$ cat src/rtl/nlp_pkg.sv
// ----------------------------------------------------------------------------
// nlp_pkg: shared types and constants for the numeric literal parser
// Character codes, parse phase and radix codes, and the per-literal state
// record that moves between the absorb, finish and top-level logic.
// ----------------------------------------------------------------------------
package nlp_pkg;

	localparam int VALUE_WIDTH_DEF = 64;
	localparam int ACC_W           = 64;
	localparam int DBITS_W         = 7;
	localparam int CHAR_W          = 8;

	localparam logic [CHAR_W-1:0] CHAR_ZERO  = 8'd48;  // '0'
	localparam logic [CHAR_W-1:0] CHAR_ONE   = 8'd49;  // '1'
	localparam logic [CHAR_W-1:0] CHAR_NINE  = 8'd57;  // '9'
	localparam logic [CHAR_W-1:0] CHAR_MINUS = 8'd45;  // '-'
	localparam logic [CHAR_W-1:0] CHAR_LC_X  = 8'd120; // 'x'
	localparam logic [CHAR_W-1:0] CHAR_LC_B  = 8'd98;  // 'b'
	localparam logic [CHAR_W-1:0] CHAR_UC_A  = 8'd65;  // 'A'
	localparam logic [CHAR_W-1:0] CHAR_UC_F  = 8'd70;  // 'F'

	localparam logic [DBITS_W-1:0] DIGIT_BITS_CAP = 7'd64;

	typedef enum logic [2:0] {
		PH_START  = 3'd0,
		PH_ZERO   = 3'd1,
		PH_DEC    = 3'd2,
		PH_MINUS  = 3'd3,
		PH_PREFIX = 3'd4,
		PH_RDIG   = 3'd5
	} phase_t;

	typedef enum logic [1:0] {
		RM_DEC = 2'd0,
		RM_BIN = 2'd1,
		RM_HEX = 2'd2
	} radix_t;

	typedef struct packed {
		phase_t              phase;
		radix_t              radix;
		logic                negative;
		logic [ACC_W-1:0]    acc;
		logic [DBITS_W-1:0]  digit_bits;
		logic                ovf;
		logic                invalid;
		logic                lead;
	} lit_state_t;

	localparam lit_state_t LIT_RESET = '{
		phase:      PH_START,
		radix:      RM_DEC,
		negative:   1'b0,
		acc:        '0,
		digit_bits: '0,
		ovf:        1'b0,
		invalid:    1'b0,
		lead:       1'b0
	};

endpackage

$ cat src/rtl/nlp_absorb.sv
// ----------------------------------------------------------------------------
// nlp_absorb: per-character state update
// Folds one character into the literal state: prefix detection, decimal
// multiply-add with overflow flag, and binary/hex shift-in.
// ----------------------------------------------------------------------------
module nlp_absorb
	import nlp_pkg::*;
(
	input  logic [CHAR_W-1:0] char_code,
	input  lit_state_t        cur,
	output lit_state_t        nxt
);

	logic                 is_dig;
	logic [3:0]           dec_val;
	logic [ACC_W+3:0]     dec_sum;
	logic                 rd_ok;
	logic [3:0]           rd_val;
	logic                 is_bin;
	logic [ACC_W-1:0]     rd_acc;
	logic [DBITS_W:0]     db_sum;
	logic [DBITS_W-1:0]   db_next;

	always_comb begin
		is_dig  = char_code inside {[CHAR_ZERO:CHAR_NINE]};
		dec_val = char_code[3:0];
		// acc*10 + d as (acc<<3) + (acc<<1) + d, four guard bits catch overflow
		dec_sum = ({4'b0, cur.acc} << 3) + ({4'b0, cur.acc} << 1)
			+ {{(ACC_W){1'b0}}, dec_val};

		is_bin = (cur.radix == RM_BIN);
		if (is_bin) begin
			rd_ok  = (char_code == CHAR_ZERO) || (char_code == CHAR_ONE);
			rd_val = {3'b000, char_code[0]};
		end else if (is_dig) begin
			rd_ok  = 1'b1;
			rd_val = char_code[3:0];
		end else if (char_code inside {[CHAR_UC_A:CHAR_UC_F]}) begin
			rd_ok  = 1'b1;
			rd_val = char_code[3:0] + 4'd9;
		end else begin
			rd_ok  = 1'b0;
			rd_val = 4'd0;
		end
		rd_acc = is_bin ? {cur.acc[ACC_W-2:0], rd_val[0]} : {cur.acc[ACC_W-5:0], rd_val};
		db_sum = {1'b0, cur.digit_bits} + (is_bin ? 8'd1 : 8'd4);
		db_next = (db_sum > {1'b0, DIGIT_BITS_CAP}) ? DIGIT_BITS_CAP : db_sum[DBITS_W-1:0];

		nxt = cur;
		if (!cur.invalid) begin
			case (cur.phase)
				PH_START: begin
					if (char_code == CHAR_ZERO) begin
						nxt.phase = PH_ZERO;
					end else if (is_dig) begin
						nxt.acc   = dec_sum[ACC_W-1:0];
						nxt.ovf   = cur.ovf | (|dec_sum[ACC_W+3:ACC_W]);
						nxt.phase = PH_DEC;
					end else if (char_code == CHAR_MINUS) begin
						nxt.negative = 1'b1;
						nxt.phase    = PH_MINUS;
					end else begin
						nxt.invalid = 1'b1;
					end
				end
				PH_ZERO: begin
					if (char_code == CHAR_LC_B) begin
						nxt.radix = RM_BIN;
						nxt.phase = PH_PREFIX;
					end else if (char_code == CHAR_LC_X) begin
						nxt.radix = RM_HEX;
						nxt.phase = PH_PREFIX;
					end else if (is_dig) begin
						nxt.acc   = dec_sum[ACC_W-1:0];
						nxt.ovf   = cur.ovf | (|dec_sum[ACC_W+3:ACC_W]);
						nxt.phase = PH_DEC;
					end else begin
						nxt.invalid = 1'b1;
					end
				end
				PH_MINUS, PH_DEC: begin
					if (is_dig) begin
						nxt.acc   = dec_sum[ACC_W-1:0];
						nxt.ovf   = cur.ovf | (|dec_sum[ACC_W+3:ACC_W]);
						nxt.phase = PH_DEC;
					end else begin
						nxt.invalid = 1'b1;
					end
				end
				PH_PREFIX, PH_RDIG: begin
					if (!rd_ok) begin
						nxt.invalid = 1'b1;
					end else begin
						// remember the sign bit of the first digit
						if (cur.phase == PH_PREFIX)
							nxt.lead = is_bin ? rd_val[0] : rd_val[3];
						nxt.acc        = rd_acc;
						nxt.digit_bits = db_next;
						nxt.phase      = PH_RDIG;
					end
				end
				default: begin
					nxt.invalid = 1'b1;
				end
			endcase
		end
	end

endmodule

$ cat src/rtl/nlp_finish.sv
// ----------------------------------------------------------------------------
// nlp_finish: literal completion
// Turns the final literal state into the result pattern: sign extension for
// binary/hex, saturation and negation for decimal, and the error flag.
// ----------------------------------------------------------------------------
module nlp_finish
	import nlp_pkg::*;
#(
	parameter int VALUE_WIDTH = VALUE_WIDTH_DEF
) (
	input  lit_state_t       lit,
	input  logic             signed_mode,
	output logic [ACC_W-1:0] value,
	output logic             error
);

	localparam logic [ACC_W-1:0] MASK =
		(VALUE_WIDTH >= ACC_W) ? {ACC_W{1'b1}} : ((64'd1 << VALUE_WIDTH) - 64'd1);
	localparam logic [ACC_W-1:0] HALF = 64'd1 << (VALUE_WIDTH - 1);
	localparam logic [DBITS_W-1:0] VW_BITS = DBITS_W'(VALUE_WIDTH);

	logic [ACC_W-1:0] ext;
	logic             big_neg;
	logic             big_pos;
	logic             big_uns;

	always_comb begin
		ext     = {ACC_W{1'b1}} << lit.digit_bits;
		big_neg = lit.ovf || (lit.acc > HALF);
		big_pos = lit.ovf || (lit.acc > (HALF - 64'd1));
		big_uns = lit.ovf || (lit.acc > MASK);
		value   = '0;
		error   = 1'b0;

		if (lit.invalid) begin
			error = 1'b1;
		end else if (lit.phase == PH_RDIG) begin
			if (signed_mode && lit.lead && (lit.digit_bits < VW_BITS))
				value = (lit.acc | ext) & MASK;
			else
				value = lit.acc & MASK;
		end else if (lit.phase != PH_ZERO && lit.phase != PH_DEC) begin
			// lone minus or bare prefix: no digits
			error = 1'b1;
		end else if (lit.negative) begin
			if (!signed_mode)
				error = 1'b1;
			else if (big_neg)
				value = (64'd0 - HALF) & MASK;
			else
				value = (64'd0 - lit.acc) & MASK;
		end else if (signed_mode) begin
			value = big_pos ? (HALF - 64'd1) : lit.acc;
		end else begin
			value = big_uns ? MASK : lit.acc;
		end
	end

endmodule

$ cat src/rtl/numeric_literal_parser_unit.sv
// ----------------------------------------------------------------------------
// numeric_literal_parser_unit: streaming integer literal parser
// Reads ASCII literals one character per beat and returns one value/error
// beat per literal, at the beat marked last.
// ----------------------------------------------------------------------------
//  channel  | dir | beat contents
//  ---------+-----+----------------------------------------------------------
//  s_*      | in  | tdata[7:0] = char_code, tlast = last_char
//  m_*      | out | tdata[63:0] = value, tuser[0] = error
//  cfg_*    | in  | data[0] = signed_mode (reset 1), always ready
//
//  One character beat per cycle, sustained, back to back across literals,
//  while no result is held back by m_tready. A result passes the input
//  register, the state update and the finish stage into the output register.
//  Stalls on m_tready back up through the finish stage to s_tready; beats
//  without tlast keep flowing while a result waits.
//  Reset clears the literal state and sets signed_mode.
// ----------------------------------------------------------------------------
module numeric_literal_parser_unit
	import nlp_pkg::*;
#(
	parameter int VALUE_WIDTH = VALUE_WIDTH_DEF
) (
	input  logic              clk,
	input  logic              arst_n,
	input  logic              s_tvalid,
	output logic              s_tready,
	input  logic [CHAR_W-1:0] s_tdata,   // [7:0] char_code
	input  logic              s_tlast,   // last_char
	output logic              m_tvalid,
	input  logic              m_tready,
	output logic [ACC_W-1:0]  m_tdata,   // [63:0] value
	output logic [0:0]        m_tuser,   // [0] error
	input  logic              cfg_valid,
	output logic              cfg_ready,
	input  logic [0:0]        cfg_data   // [0] signed_mode
);

	logic              valid_s1;
	logic [CHAR_W-1:0] char_s1;
	logic              last_s1;

	lit_state_t        lit_q;
	lit_state_t        lit_nxt;
	logic              signed_q;

	logic              valid_s2;
	lit_state_t        lit_s2;
	logic              signed_s2;

	logic              out_valid_q;
	logic [ACC_W-1:0]  value_q;
	logic              error_q;

	logic [ACC_W-1:0]  fin_value;
	logic              fin_error;

	logic              out_free;
	logic              s2_free;
	logic              s1_adv;

	assign out_free  = !out_valid_q || m_tready;
	assign s2_free   = !valid_s2 || out_free;
	assign s1_adv    = valid_s1 && (!last_s1 || s2_free);
	assign s_tready  = !valid_s1 || s1_adv;
	assign cfg_ready = 1'b1;

	assign m_tvalid   = out_valid_q;
	assign m_tdata    = value_q;
	assign m_tuser[0] = error_q;

	nlp_absorb u_absorb (
		.char_code (char_s1),
		.cur       (lit_q),
		.nxt       (lit_nxt)
	);

	nlp_finish #(
		.VALUE_WIDTH (VALUE_WIDTH)
	) u_finish (
		.lit         (lit_s2),
		.signed_mode (signed_s2),
		.value       (fin_value),
		.error       (fin_error)
	);

	always_ff @(posedge clk or negedge arst_n) begin
		if (!arst_n) begin
			signed_q <= 1'b1;
		end else if (cfg_valid && cfg_ready) begin
			signed_q <= cfg_data[0];
		end
	end

	// input register
	always_ff @(posedge clk or negedge arst_n) begin
		if (!arst_n) begin
			valid_s1 <= 1'b0;
		end else if (s_tready) begin
			valid_s1 <= s_tvalid;
		end
	end

	always_ff @(posedge clk) begin
		if (s_tvalid && s_tready) begin
			char_s1 <= s_tdata;
			last_s1 <= s_tlast;
		end
	end

	// literal state: restart after the last beat
	always_ff @(posedge clk or negedge arst_n) begin
		if (!arst_n) begin
			lit_q <= LIT_RESET;
		end else if (s1_adv) begin
			lit_q <= last_s1 ? LIT_RESET : lit_nxt;
		end
	end

	// finished literal, waiting for the finish stage
	always_ff @(posedge clk or negedge arst_n) begin
		if (!arst_n) begin
			valid_s2 <= 1'b0;
		end else if (s2_free) begin
			valid_s2 <= s1_adv && last_s1;
		end
	end

	always_ff @(posedge clk) begin
		if (s1_adv && last_s1) begin
			lit_s2    <= lit_nxt;
			signed_s2 <= signed_q;
		end
	end

	// result register
	always_ff @(posedge clk or negedge arst_n) begin
		if (!arst_n) begin
			out_valid_q <= 1'b0;
		end else if (out_free) begin
			out_valid_q <= valid_s2;
		end
	end

	always_ff @(posedge clk) begin
		if (valid_s2 && out_free) begin
			value_q <= fin_value;
			error_q <= fin_error;
		end
	end

	a_err_zero: assert property (@(posedge clk) disable iff (!arst_n)
		m_tvalid && m_tuser[0] |-> m_tdata == '0)
		else $error("error beat carries a nonzero value");

	a_width: assert property (@(posedge clk) disable iff (!arst_n)
		m_tvalid |-> (m_tdata >> VALUE_WIDTH) == '0)
		else $error("value has bits above VALUE_WIDTH");

	a_restart: assert property (@(posedge clk) disable iff (!arst_n)
		s1_adv && last_s1 |=> lit_q.phase == PH_START && !lit_q.invalid
			&& lit_q.acc == '0)
		else $error("literal state not cleared after last beat");

	a_dbits: assert property (@(posedge clk) disable iff (!arst_n)
		lit_q.digit_bits <= DIGIT_BITS_CAP)
		else $error("digit count past cap");

endmodule

$ cat config.mk
export PLATFORM = sky130hd
export DESIGN_NAME = numeric_literal_parser_unit
export DESIGN_NICKNAME = d
export VERILOG_FILES = /design/src/rtl/nlp_pkg.sv /design/src/rtl/nlp_absorb.sv /design/src/rtl/nlp_finish.sv /design/src/rtl/numeric_literal_parser_unit.sv
export SDC_FILE = /design/constraint.sdc
export NUM_CORES = 1
export LEC_CHECK = 0
export CAP_MARGIN = 20
export CORE_MARGIN = 5
export CORE_UTILIZATION = 55
export DETAILED_ROUTE_END_ITERATION = 8
export DONT_BUFFER_PORTS = 1
export PLACE_DENSITY = 0.7
export SYNTH_ARGS = -nofsm -noshare
export SYNTH_HDL_FRONTEND = slang
export SYNTH_HIERARCHICAL = 1
export SYNTH_SLANG_ARGS = --single-unit
$ cat constraint.sdc
create_clock -name clk -period 6.5 [get_ports clk]
set_input_delay 0.325 -clock clk [delete_from_list [all_inputs] [get_ports clk]]
set_output_delay 0.325 -clock clk [all_outputs]
set_load 0.05 [all_outputs]
==> results_dict.tcl <==
set metrics [dict create \
    htreeDepth 1 \
    path_class "register to register" \
    regToRegSetupSlack_ps 1670 \
    clk_pin_slew_ps 60 \
    swShare 0.294 \
    cp_slowest_cell "fa_1" \
    min_path_cells 1 \
    p_clk_frac 0.395 \
    hold_viol_final 0 \
    die_w_um 206 \
    clockRootBuffer "clkbuf_16" \
    nNetsFinal 2462 \
    fp.dieH_um 206 \
    cp-start-kind "register" \
    power.internal_uw 2590 \
    finClkSkew_ps 12.5 \
    grt_pass1_vias 18661 \
    share_comb_of_total_power 0.099 \
    drc 0 \
    fp.dieArea_um2 42300 \
    syn_inst 2403 \
    crit_start "char_s1[3]" \
    cts_buffers 27 \
    layout-drive-gt1-share 0.0974 \
    crit_chain "inv_1 -> fa_1 -> inv_1 -> fa_1 -> a211oi_1 -> o211ai_1 -> a21boi_1 -> o21ai_0 -> o211ai_1 -> o221ai_1 -> a211oi_1 -> o21a_1 -> mux2i_1 -> nand2_1 -> nand3b_1 -> o221ai_2" \
    final_cells 2843 \
    cp.required_ps 6910 \
    ant_nets 0 \
    start_util 0.558 \
    cp_num_cells 16 \
    cts_setup_buffers 0 \
    setup_viol 0 \
    num_rows 71 \
    track_usage 0.333 \
    fin_crit_ps 4830 \
    synth_fp_nets 2556 \
    post_dp_cell_area_um2 21000 \
    design_area_um2 22100 \
    status "finished clean" \
    netlist_area_um2 21100 \
    rsz0062_at_grt "false" \
    p_per_area_nw_per_um2 166 \
    fill_cells 3376 \
    wl_per_cell_um 25.4 \
    clock_latency_ps 560 \
    synth_area_per_cell_um2 8.76 \
    dpl.hpwl_um 52000 \
    cp.arrival_ps 5230 \
    crit_buf_inv 2 \
    grt_pass1_wl_um 111000 \
    fin_crit_sh 0.742 \
    hold_class "input pin to register" \
    first_pass_iters 7 \
    cts_tree "yes" \
    hold-worst-slack_ps 251 \
    grt_max_degree 97 \
    cts.sinks 237 \
    ioPinCount 83 \
    drtIter0Drc 2019 \
    dp_cells 2774 \
    maxCapViolations 0 \
    worst_slew_pin_slew_ps 1120 \
    gr-total-overflow 0 \
    cts_max_path_buffers 3 \
    areaGrowthSynthToFinish_pct 4.81 \
    worst_r2r_path_depth 16 \
    seq_power_share 0.506 \
    path_delay_family "compound AO/OA/AOI/OAI gates" \
    tns_ps 0 \
    antenna_found_initial 2 \
    slew_violations 0 \
    slowest_delay_ps 550 \
    relSlewSlack 0.245 \
    vias_per_cell 6.89 \
    fmax_ghz 0.207 \
    drt_wl_total_um 72200 \
    cp_max_fo 8 \
    rr_endpoint "lit_q[62]" \
    crit_path_end_kind "register" \
    power.switching_uw 1080 \
    totalPowerFinal_uw 3660 \
    crit_end "lit_q[62]" \
    timing.rr.start "char_s1[3]" \
    ys_warn_count 6 \
    core-area_um2 37800 \
    io_buffers 0 \
    via_count 19590 \
    gp_congestion 1.04 \
    max-vdd-ir-drop_mv 0.174 \
    p_leak_uw 0.00819 \
]
==> repair_timing <==
action	4_1_cts	5_1_grt
hold endpoints to repair	96	0
hold buffers	15	0
resized for setup	0	0
==> worst register-to-register path, stage by stage (launching register included) <==
cell and delay (ps):
edfxtp_1 490, inv_1 140, fa_1 550, inv_1 70
fa_1 480, a211oi_1 340, o211ai_1 190, a21boi_1 260
o21ai_0 220, o211ai_1 330, o221ai_1 300, a211oi_1 540
o21a_1 260, mux2i_1 190, nand2_1 100, nand3b_1 110
o221ai_2 100
==> registers in the layout, summed over array words and instances (netlist names) <==
register / cells
m_tdata: 64
m_tuser: 1
m_tvalid: 1
char_s1: 8
signed_q: 1
valid_s1: 1
lit_q: 80
lit_s2: 78
signed_s2: 1
last_s1: 1
valid_s2: 1
==> cells in the final DEF (no fill, tap or decap), types with 35 or more instances in the layout <==
master	count
nand2_1	281
a21oi_1	235
edfxtp_1	153
o21ai_0	144
nor2_1	138
ha_1	136
inv_1	118
nand3b_1	88
dfrtp_1	82
o221ai_2	80
nor3_1	72
xnor2_1	51
a21o_1	44
nand3_1	44
nand4_1	43
a211oi_1	39
xor2_1	35
==> power by group through the flow <==
| stage | Clock [uW] | Sequential (uW) | Combinational [uW] |
|---|---|---|---|
| after CTS | 1480 | 1850 | 356 |
| after global routing | 1530 | 1860 | 390 |
| after global placement | 0 | 1880 | 330 |
| final | 1450 | 1850 | 364 |
| after floorplan | 0 | 1830 | 280 |
| after detailed placement | 0 | 1880 | 332 |
==> area by class of cell <==
cell class / count / area (um^2) / area share
Inverter: 118 / 443 / 0.0201
Tap cell: 511 / 639 / 0.0290
Antenna cell: 2 / 5.00 / 0.000227
Sequential cell: 237 / 6700 / 0.304
Timing Repair Buffer: 51 / 439 / 0.0199
Clock buffer: 33 / 738 / 0.0334
Multi-Input combinational cell: 1874 / 13000 / 0.589
Clock inverter: 17 / 109 / 0.00493
==> metrics by stage <==
stage | utilization | worst slack [ps]
2_1_floorplan | - | 1510
3_3_place_gp | 0.557 | 1850
4_1_cts | 0.584 | 1690
3_5_place_dp | 0.557 | 1700
5_1_grt | 0.585 | 1310
6_report | 0.585 | 1670
==> layer usage <==
layer,up-vias,GRT usage,routed length [um]
li1,8895,-,-
met1,9472,0.455,29900
met2,1022,0.520,32100
met3,197,0.0482,6230
met4,4,0.161,3990
met5,-,0,34
==> worst min-delay path by stage <==
stage | from | slack (ps) | end
3_5_place_dp | arst_n | 30 | lit_q[25]
4_1_cts | s_tvalid | 240 | char_s1[1]
5_1_grt | s_tvalid | 260 | char_s1[1]
6_report | s_tvalid | 250 | char_s1[1]
3_3_place_gp | arst_n | 30 | lit_q[24]
2_1_floorplan | arst_n | 30 | lit_q[0]
Power figures use the tool's default switching activity.
